$ cat src/rtl/swv_pkg.sv
// ----------------------------------------------------------------------------
// Sliding window variance package
// Shared constants, codes, state types and control structs.
// ----------------------------------------------------------------------------
package swv_pkg;

  // Default parameter values.
  localparam int WINDOW_DEPTH_DEF  = 1024;
  localparam int SAMPLE_BITS_DEF   = 24;
  localparam int FRACTION_BITS_DEF = 16;

  // Fixed port widths.
  localparam int SAMPLE_PORT_W = 24;
  localparam int STAT_W        = 62;
  localparam int STAT_SEL_W    = 2;
  localparam int STATUS_W      = 2;

  // Largest reportable statistic; larger results saturate to it.
  localparam logic [STAT_W-1:0] STAT_MAX = '1;

  // Item commands.
  localparam logic CMD_ADD    = 1'b0;
  localparam logic CMD_REMOVE = 1'b1;

  // Result status codes.
  localparam logic [STATUS_W-1:0] STATUS_OK    = 2'd0;
  localparam logic [STATUS_W-1:0] STATUS_FULL  = 2'd1;
  localparam logic [STATUS_W-1:0] STATUS_EMPTY = 2'd2;

  // Statistic selection codes.
  localparam logic [STAT_SEL_W-1:0] SEL_SAMPLE_STDDEV = 2'd0;
  localparam logic [STAT_SEL_W-1:0] SEL_POP_STDDEV    = 2'd1;
  localparam logic [STAT_SEL_W-1:0] SEL_SAMPLE_VAR    = 2'd2;
  localparam logic [STAT_SEL_W-1:0] SEL_POP_VAR       = 2'd3;

  // Minimum window counts for a valid statistic.
  localparam int MIN_COUNT_SAMPLE = 2;
  localparam int MIN_COUNT_POP    = 1;

  typedef enum logic [2:0] {
    WS_IDLE,
    WS_SQUARE,
    WS_UPDATE,
    WS_START,
    WS_WAIT
  } win_state_t;

  typedef enum logic [2:0] {
    SU_IDLE,
    SU_MUL,
    SU_SUB,
    SU_DIV,
    SU_ROOT,
    SU_DONE
  } stat_state_t;

  // Request from the window controller to the statistic unit.
  typedef struct packed {
    logic start;
    logic population;
    logic variance;
  } stat_cmd_t;

  // Result control from the window controller to the output register.
  typedef struct packed {
    logic                load;
    logic                stat_valid;
    logic [STATUS_W-1:0] status;
  } win_res_t;

endpackage

$ cat src/rtl/swv_stat_unit.sv
// ----------------------------------------------------------------------------
// Sliding window statistic unit
// Computes (n*sumsq - sum^2) scaled and divided by n*n or n*(n-1), with an
// optional integer square root, one bit per cycle.
// ----------------------------------------------------------------------------
module swv_stat_unit #(
  parameter int CNT_W         = 11,
  parameter int SUM_W         = 35,
  parameter int SSQ_W         = 58,
  parameter int FRACTION_BITS = swv_pkg::FRACTION_BITS_DEF
) (
  input  logic                      clk,
  input  logic                      rst,
  input  swv_pkg::stat_cmd_t        cmd,
  input  logic [CNT_W-1:0]          count,
  input  logic signed [SUM_W-1:0]   sum,
  input  logic [SSQ_W-1:0]          sumsq,
  output logic                      ready,
  output logic [swv_pkg::STAT_W-1:0] value
);

  localparam int MAG_W  = SUM_W - 1;
  localparam int PROD_W = SSQ_W + CNT_W;
  localparam int Q_W    = 2 * CNT_W;
  localparam int DV_W   = PROD_W + 2 * FRACTION_BITS;
  localparam int RT_W   = (DV_W + 1) / 2;
  localparam int RAD_W  = 2 * RT_W;
  localparam int REM_W  = RT_W + 2;
  localparam int STEP_W = $clog2(DV_W + 1);
  localparam int EXT_W  = (DV_W > swv_pkg::STAT_W) ? DV_W : swv_pkg::STAT_W;

  swv_pkg::stat_state_t state, state_next;

  logic [STEP_W-1:0] step;
  logic              variance_q;
  logic [CNT_W-1:0]  n_sh;
  logic [MAG_W-1:0]  mag_sh;
  logic [PROD_W-1:0] ssq_mc;
  logic [PROD_W-1:0] mag_mc;
  logic [PROD_W-1:0] nsq_acc;
  logic [PROD_W-1:0] ssq_acc;
  logic [Q_W-1:0]    divisor;
  logic [DV_W-1:0]   dq;
  logic [Q_W-1:0]    rem_d;
  logic [RAD_W-1:0]  rad;
  logic [REM_W-1:0]  rem_r;
  logic [RT_W-1:0]   root;

  logic                    start_ok;
  logic [CNT_W-1:0]        count_b;
  logic signed [SUM_W-1:0] sum_abs;
  logic [PROD_W-1:0]       diff;
  logic [Q_W:0]            div_trial;
  logic                    div_bit;
  logic [DV_W-1:0]         dq_next;
  logic [REM_W-1:0]        rt_trial;
  logic [REM_W-1:0]        rt_sub;
  logic                    rt_bit;
  logic [RT_W-1:0]         root_next;
  logic [EXT_W-1:0]        dq_ext;

  assign start_ok = cmd.start && (state == swv_pkg::SU_IDLE || state == swv_pkg::SU_DONE);

  // Second factor of the divisor: n for population, n-1 for sample.
  assign count_b = cmd.population ? count : count - CNT_W'(1);
  assign sum_abs = sum[SUM_W-1] ? -sum : sum;

  assign diff = (nsq_acc >= ssq_acc) ? nsq_acc - ssq_acc : '0;

  // Restoring division step.
  assign div_trial = {rem_d, dq[DV_W-1]};
  assign div_bit   = (div_trial >= {1'b0, divisor});
  assign dq_next   = {dq[DV_W-2:0], div_bit};

  // Digit-by-digit square root step, two radicand bits per root bit.
  assign rt_trial  = {rem_r[REM_W-3:0], rad[RAD_W-1 -: 2]};
  assign rt_sub    = {root, 2'b01};
  assign rt_bit    = (rt_trial >= rt_sub);
  assign root_next = {root[RT_W-2:0], rt_bit};

  always_ff @(posedge clk) begin
    if (rst) begin
      state <= swv_pkg::SU_IDLE;
    end else begin
      state <= state_next;
    end
  end

  always_comb begin
    state_next = state;
    unique case (state)
      swv_pkg::SU_IDLE, swv_pkg::SU_DONE: begin
        if (cmd.start) state_next = swv_pkg::SU_MUL;
      end
      swv_pkg::SU_MUL: begin
        if (step == '0) state_next = swv_pkg::SU_SUB;
      end
      swv_pkg::SU_SUB: begin
        state_next = (divisor == '0) ? swv_pkg::SU_DONE : swv_pkg::SU_DIV;
      end
      swv_pkg::SU_DIV: begin
        if (step == '0) state_next = variance_q ? swv_pkg::SU_DONE : swv_pkg::SU_ROOT;
      end
      swv_pkg::SU_ROOT: begin
        if (step == '0) state_next = swv_pkg::SU_DONE;
      end
      default: state_next = swv_pkg::SU_IDLE;
    endcase
  end

  always_comb begin
    ready = (state == swv_pkg::SU_DONE);
  end

  always_ff @(posedge clk) begin
    unique case (state)
      swv_pkg::SU_IDLE, swv_pkg::SU_DONE: begin
        if (start_ok) begin
          variance_q <= cmd.variance;
          divisor    <= Q_W'(count) * Q_W'(count_b);
          n_sh       <= count;
          mag_sh     <= sum_abs[MAG_W-1:0];
          mag_mc     <= PROD_W'(sum_abs[MAG_W-1:0]);
          ssq_mc     <= PROD_W'(sumsq);
          nsq_acc    <= '0;
          ssq_acc    <= '0;
          step       <= STEP_W'(MAG_W - 1);
        end
      end
      swv_pkg::SU_MUL: begin
        // Both products by shift and add, multiplier bits low first.
        if (n_sh[0]) nsq_acc <= nsq_acc + ssq_mc;
        if (mag_sh[0]) ssq_acc <= ssq_acc + mag_mc;
        n_sh   <= n_sh >> 1;
        mag_sh <= mag_sh >> 1;
        ssq_mc <= ssq_mc << 1;
        mag_mc <= mag_mc << 1;
        step   <= step - STEP_W'(1);
      end
      swv_pkg::SU_SUB: begin
        if (divisor == '0) begin
          dq <= '0;
        end else if (variance_q) begin
          dq <= DV_W'(diff) << FRACTION_BITS;
        end else begin
          dq <= DV_W'(diff) << (2 * FRACTION_BITS);
        end
        rem_d <= '0;
        step  <= STEP_W'(DV_W - 1);
      end
      swv_pkg::SU_DIV: begin
        if (div_bit) begin
          rem_d <= Q_W'(div_trial - {1'b0, divisor});
        end else begin
          rem_d <= div_trial[Q_W-1:0];
        end
        dq    <= dq_next;
        rad   <= RAD_W'(dq_next);
        rem_r <= '0;
        root  <= '0;
        step  <= (step == '0) ? STEP_W'(RT_W - 1) : step - STEP_W'(1);
      end
      swv_pkg::SU_ROOT: begin
        rem_r <= rt_bit ? rt_trial - rt_sub : rt_trial;
        root  <= root_next;
        rad   <= rad << 2;
        step  <= step - STEP_W'(1);
        if (step == '0) dq <= DV_W'(root_next);
      end
      default: begin
        step <= '0;
      end
    endcase
  end

  // Saturate the finished result to the output width.
  assign dq_ext = EXT_W'(dq);
  assign value  = (dq_ext > EXT_W'(swv_pkg::STAT_MAX)) ? swv_pkg::STAT_MAX
                                                       : dq_ext[swv_pkg::STAT_W-1:0];

  // A new computation must never be requested while one is in progress.
  a_start_when_free: assert property (@(posedge clk) disable iff (rst)
    cmd.start |-> (state == swv_pkg::SU_IDLE || state == swv_pkg::SU_DONE))
    else $error("statistic unit started while busy");

endmodule

$ cat config.mk
export PLATFORM = sky130hd
export DESIGN_NAME = swv_stat_unit
export DESIGN_NICKNAME = d
export VERILOG_FILES = /design/src/rtl/swv_pkg.sv /design/src/rtl/swv_stat_unit.sv
export SDC_FILE = /design/constraint.sdc
export NUM_CORES = 2
export LEC_CHECK = 0
export ABC_AREA = 1
export BUFFER_PORTS_ARGS = -buffer_cell sky130_fd_sc_hd__buf_2
export CORE_UTILIZATION = 65
export DETAILED_ROUTE_END_ITERATION = 10
export PLACE_DENSITY = 0.92
export SETUP_SLACK_MARGIN = 0.2
export SLEW_MARGIN = 10
export SYNTH_ARGS = -nofsm -noshare
export SYNTH_HDL_FRONTEND = slang
export SYNTH_SLANG_ARGS = --single-unit
$ cat constraint.sdc
create_clock -name clk -period 10.79 [get_ports clk]
set_input_delay 2.158 -clock clk [delete_from_list [all_inputs] [get_ports clk]]
set_output_delay 2.158 -clock clk [all_outputs]
set_load 0.01 [all_outputs]
# Word-level counts from Yosys, hierarchy flattened
# Cells that the tools add are included.
totals:
  in_bits: 109
  elab_cells: 94
  latch_bits: 0
  reg_bits: 681
  mem_bits_ro: 0
  mem_count: 0
  ram_bits: 0
classes:
  magnitude_cmp: 4
  n_bitwise: 0
  reduce_logical: 17
  eq_ne: 12
  mul: 1
  n_shift: 0
  add_sub_neg: 8
  muxes: 37
  n_div: 0
ops:
  columns: ["cell", "n"]
  rows:
  - ["one-hot mux 69 bit (2 select lines)", 4]
  - ["2-to-1 mux 69 bit", 6]
  - ["2-to-1 mux 101 bit", 3]
  - ["one-hot mux 101 bit (3 select lines)", 1]
  - ["one-hot mux 102 bit (2 select lines)", 1]
  - ["one-hot mux 51 bit (2 select lines)", 2]
  - ["adder 69 bit", 2]
  - ["greater-than comparator 101 x 62 -> 1 bit, second input constant", 1]
  - ["greater-or-equal comparator 69 bit", 1]
  - ["subtractor 69 bit", 1]
  - ["2-to-1 mux 34 bit", 2]
  - ["one-hot mux 34 bit (2 select lines)", 1]
  - ["2-to-1 mux 62 bit", 1]
  - ["greater-or-equal comparator 53 bit", 1]
  - ["2-to-1 mux 51 bit", 1]
  - ["subtractor 51 bit", 1]
  - ["one-hot mux 22 bit (2 select lines)", 1]
  - ["negator 34 bit", 1]
  - ["one-hot mux 7 bit (4 select lines)", 1]
  - ["greater-or-equal comparator 23 x 22 -> 1 bit", 1]
  - ["zero test 22 bit", 1]
  - ["multiplier 11 x 11 -> 22 bit", 1]
  - ["2-to-1 mux 11 bit", 2]
  - ["2-to-1 mux 22 bit", 1]
  - ["22 further kinds", 41]

# Longest topological paths before layout
depth:
  ltp_word: 5
  ltp_mapped: 29

# Worst setup path after synthesis
# Ideal clock, no wire load.
synth_path:
  kind: "input-to-reg"
  start: "input port count[1]"
  end: "register divisor[18], data pin"
  t_arrival_ns: 7.520
  setup_ns: 0.265
  path_buffers: 1
  setup_slack_ns: 3.005
  cell_stages: 27
  path_cell_list: "clkbuf_1 -> inv_1 -> ha_1 -> nand4_1 -> nor3_1 -> nand2_1 -> inv_2 -> nand2_1 -> o21ai_1 -> nand2_1 -> inv_2 -> nor2_1 -> fa_1 -> fa_1 -> fa_1 -> fa_1 -> inv_1 -> fa_1 -> inv_1 -> ha_1 -> a21oi_1 -> o21ai_0 -> inv_1 -> o21ai_0 -> a21oi_1 -> o21ai_0 -> xor2_1"
synth_between:
  elab_chain_cells: 3
synth_rtl:
  columns: ["element", "line", "text"]
  rows:
  - ["from (decl)", "swv_stat_unit.sv:15", "input logic [CNT_W-1:0] count,"]
  - ["subtractor 11 x 1 -> 11 bit", "swv_stat_unit.sv:65", "assign count_b = cmd.population ? count : count - CNT_W'(1);"]
  - ["2-to-1 mux 11 bit", "swv_stat_unit.sv:65", null]
  - ["multiplier 11 x 11 -> 22 bit *", "swv_stat_unit.sv:120", "divisor <= Q_W'(count) * Q_W'(count_b);"]
  - ["to (signal assigned)", "swv_stat_unit.sv:120", null]
  - ["to (decl)", "swv_stat_unit.sv:42", "logic [Q_W-1:0] divisor;"]
# Mark *: on every way between the ends. The rest lies on a longest branch, timed or not.
# A chain may end at the register's enable or synchronous reset.

# Final worst setup path
layout_path:
  start: "input port count[1]"
  end: "register divisor[20], data pin"
# Same word-level chain as after synthesis.

==> results_dict.tcl <==
set metrics [dict create \
    outcome "finished with violations" \
    failed_checks "design-rule violations" \
    setup_viol 0 \
    cts_resized 0 \
    grt_max_degree 97 \
    synth_commonest_cells "2,149 x nand2_1, 1,301 x inv_1, 999 x nor2_1, 678 x edfxtp_1, 530 x a21oi_1" \
    max-vdd-ir-drop_uv 229.3 \
    synth_xor_area_share_pct 1.672 \
    cts_root_buf "clkbuf_16" \
    rsz0062_at_grt "no" \
    syn2layout_area_growth_pct 7.533 \
    tritoncts "yes" \
    grt_util_all_layers_pct 44.40 \
    die_h_um 294.2 \
    avgSynthCellArea_um2 7.137 \
    cts_hold_buf 0 \
    initialDrtViolationCount 7476 \
    maxCapViolCount 0 \
    drv_slew 0 \
    synth.distinct_cells 55 \
    slew_headroom_pct 20.23 \
    fin_crit_ns 8.331 \
    clock_path_buffers 3 \
    fin_nets 8427 \
    async_flop_share_pct 0 \
    tns_ns 0 \
    portBuffers 171 \
    dr.pass1.iters 11 \
    routed-via-count 55017 \
    synth_top_area_share_pct 36.68 \
    synth_area_leaders "edfxtp_1 37%, nand2_1 15%, inv_1 8.8%, ha_1 7.8%, nor2_1 6.8%" \
    synth_flop_cell "edfxtp_1" \
    synthMuxAreaShare_pct 0 \
    start_util_pct 66.02 \
    wire_per_inst_um 21.46 \
    coreArea_um2 84090 \
    synth_most_common_cell "nand2_1" \
    overflow 0 \
    hold_viol 0 \
    rows 106 \
    synth_compound_gate_area_share_pct 12.20 \
    min_path_type "flop to flop" \
    power_density_nw_per_um2 366.1 \
    numClockSinks 681 \
    synth_area_um2 55510 \
    wl_met2_um 83750 \
    leakagePower_nw 27.50 \
    path_class "primary input to flop" \
    post-route-period-util_pct 77.21 \
    die_x_um 294.2 \
    grt_pass1_wl_um 292700 \
    clk_latency_ns 0.68 \
    route.met3.wl_um 24860 \
    layout-drive-gt1-share_pct 4.897 \
    highest_layer "met5" \
    route.detailed.drc 4 \
    first_global_vias 51293 \
    h-tree-depth 3 \
    yosysTopAreaCell "edfxtp_1" \
    required_ns 11.20 \
    yosys.area_share.adder_pct 10.81 \
    routed_via_density 6.059 \
    syn_nets 8316 \
    post_cts.repair.setup_buffers 0 \
    path_clk_slew_ns 0.06 \
    worst_pin_slew_ns 1.197 \
    ant_nets 0 \
    yosysSeqAreaShare_pct 36.78 \
    die_area_um2 86580 \
    gp_congestion 1.106 \
    ios 172 \
    synth_edf_count 678 \
    wirelength_um 194800 \
    ys_warn_count 0 \
    end_kind "flop" \
    power.total_mw 21.85 \
    path_max_fanout 10 \
    synth_seq_cells 681 \
    fmax_mhz 120.0 \
    wl_met1_um 73960 \
    timing.hold.ws_ns 0.5129 \
    cp_data_arrival_time_ns 8.74 \
    dp_hpwl_um 153200 \
    nFillCells 6811 \
    synth_top_family_by_area "simple AND/OR/NAND/NOR gates" \
    worstSetupStartpointType "primary input" \
    cts_buffers 75 \
    antenna_found_initial 7 \
    skew_ns 0.04155 \
    synth-simple-area-share_pct 28.26 \
    syn_inst 7778 \
]
[cell families after synthesis]
logic type,count (synthesis)
adders and majority gates,429
buffers and inverters,1482
and+or+nand+nor,3833
DFF,681
xor gates and xnor gates,106
AOI/OAI and AO/OA,1247
[final timing paths]
kind	start	endpoint	slack [ns]	cells after the start
worst max-delay path	count[1]	divisor[20]	2.46	27
worst min-delay path	rad[74]	rad[76]	0.51	2
worst max register to register	state[0]	dq[28]	5.11	10
worst min register to register	rad[74]	rad[76]	0.51	2
[per-layer routing]
layer  vias to the layer above  GRT usage, %
met2                      3668         67.90
li1                      25485             -
met1                     25156         57.79
met3                       696         11.47
met4                        12         23.55
met5                         -             0
[report_power, final]
| part | total, mW | internal [mW] | switching (mW) |
|---|---|---|---|
| Combinational | 14.0 | 3.99 | 10.0 |
| Sequential | 5.23 | 4.44 | 0.785 |
| Clock | 2.60 | 1.45 | 1.15 |
[area by class of cell]
cell class	count	area, um2	share of cell area, %
diodes	2	5.005	0.008384
inverters	1323	4986	8.353
clock inverters	37	395.4	0.6623
flip-flops and latches	681	20420	34.21
clock buffers	95	1994	3.341
repair buffers	193	1021	1.710
multi-input cells	5615	29450	49.34
well taps	1134	1419	2.377
[through the flow]
stage                     instances  setup slack (ns)  util, %  cell area (um2)
after detailed placement       8946             2.071    68.14            57300
after global routing           9078             2.163    70.99            59690
after global placement         8946             2.105    68.14            57300
after CTS                      9078             2.715    70.99            59690
final                          9080             2.459    70.99            59690
after floorplan                7778             3.005        -            55510
[flip-flops by register name, summed over array words and instances, names as in the netlist]
signal / cells
root: 51
step: 7
mag_mc: 69
rem_r: 51
nsq_acc: 69
ssq_mc: 69
rad: 102
variance_q: 1
state: 3
n_sh: 11
rem_d: 22
dq: 101
ssq_acc: 69
mag_sh: 34
divisor: 22
[placed cells by master, fill, tap and decap left out, types with 8 or more instances in the layout]
| cell | n |
|---|---|
| nand2_1 | 2148 |
| inv_1 | 1298 |
| nor2_1 | 993 |
| edfxtp_1 | 678 |
| a21oi_1 | 529 |
| o21ai_0 | 465 |
| nand3_1 | 379 |
| ha_1 | 345 |
| buf_2 | 171 |
| nand4_1 | 97 |
| fa_1 | 84 |
| nor3_1 | 80 |
| clkbuf_16 | 77 |
| xnor2_1 | 62 |
| o21bai_1 | 46 |
| a21o_1 | 45 |
| xor2_1 | 44 |
| nand3b_1 | 34 |
| nor4_1 | 32 |
| o22ai_1 | 32 |
| o21a_1 | 29 |
| o21ai_1 | 26 |
| a21boi_0 | 25 |
| buf_4 | 22 |
| nand3_2 | 18 |
| inv_2 | 18 |
| a31oi_1 | 18 |
| clkbuf_1 | 18 |
| a31o_2 | 12 |
| nor2_2 | 10 |
| and2_1 | 10 |
| clkinv_2 | 9 |
| clkinv_1 | 8 |
[critical path, cell delays in order]
cell and delay (ns):
buf_2 0.18, inv_1 0.23, ha_1 0.24, nand4_1 0.22
nor3_1 0.32, nand2_1 0.14, inv_2 0.09, nand2_1 0.06
o21ai_1 0.15, nand2_1 0.14, inv_2 0.17, nor2_1 0.08
fa_1 0.52, fa_1 0.54, fa_1 0.54, fa_1 0.57
inv_1 0.06, fa_1 0.60, inv_1 0.07, ha_1 0.36
nand2_1 0.08, nor2_1 0.16, inv_1 0.06, nor4_1 0.46
o21ai_0 0.30, nand3_1 0.17, xor2_1 0.07
(Power assumes the default switching activity.)
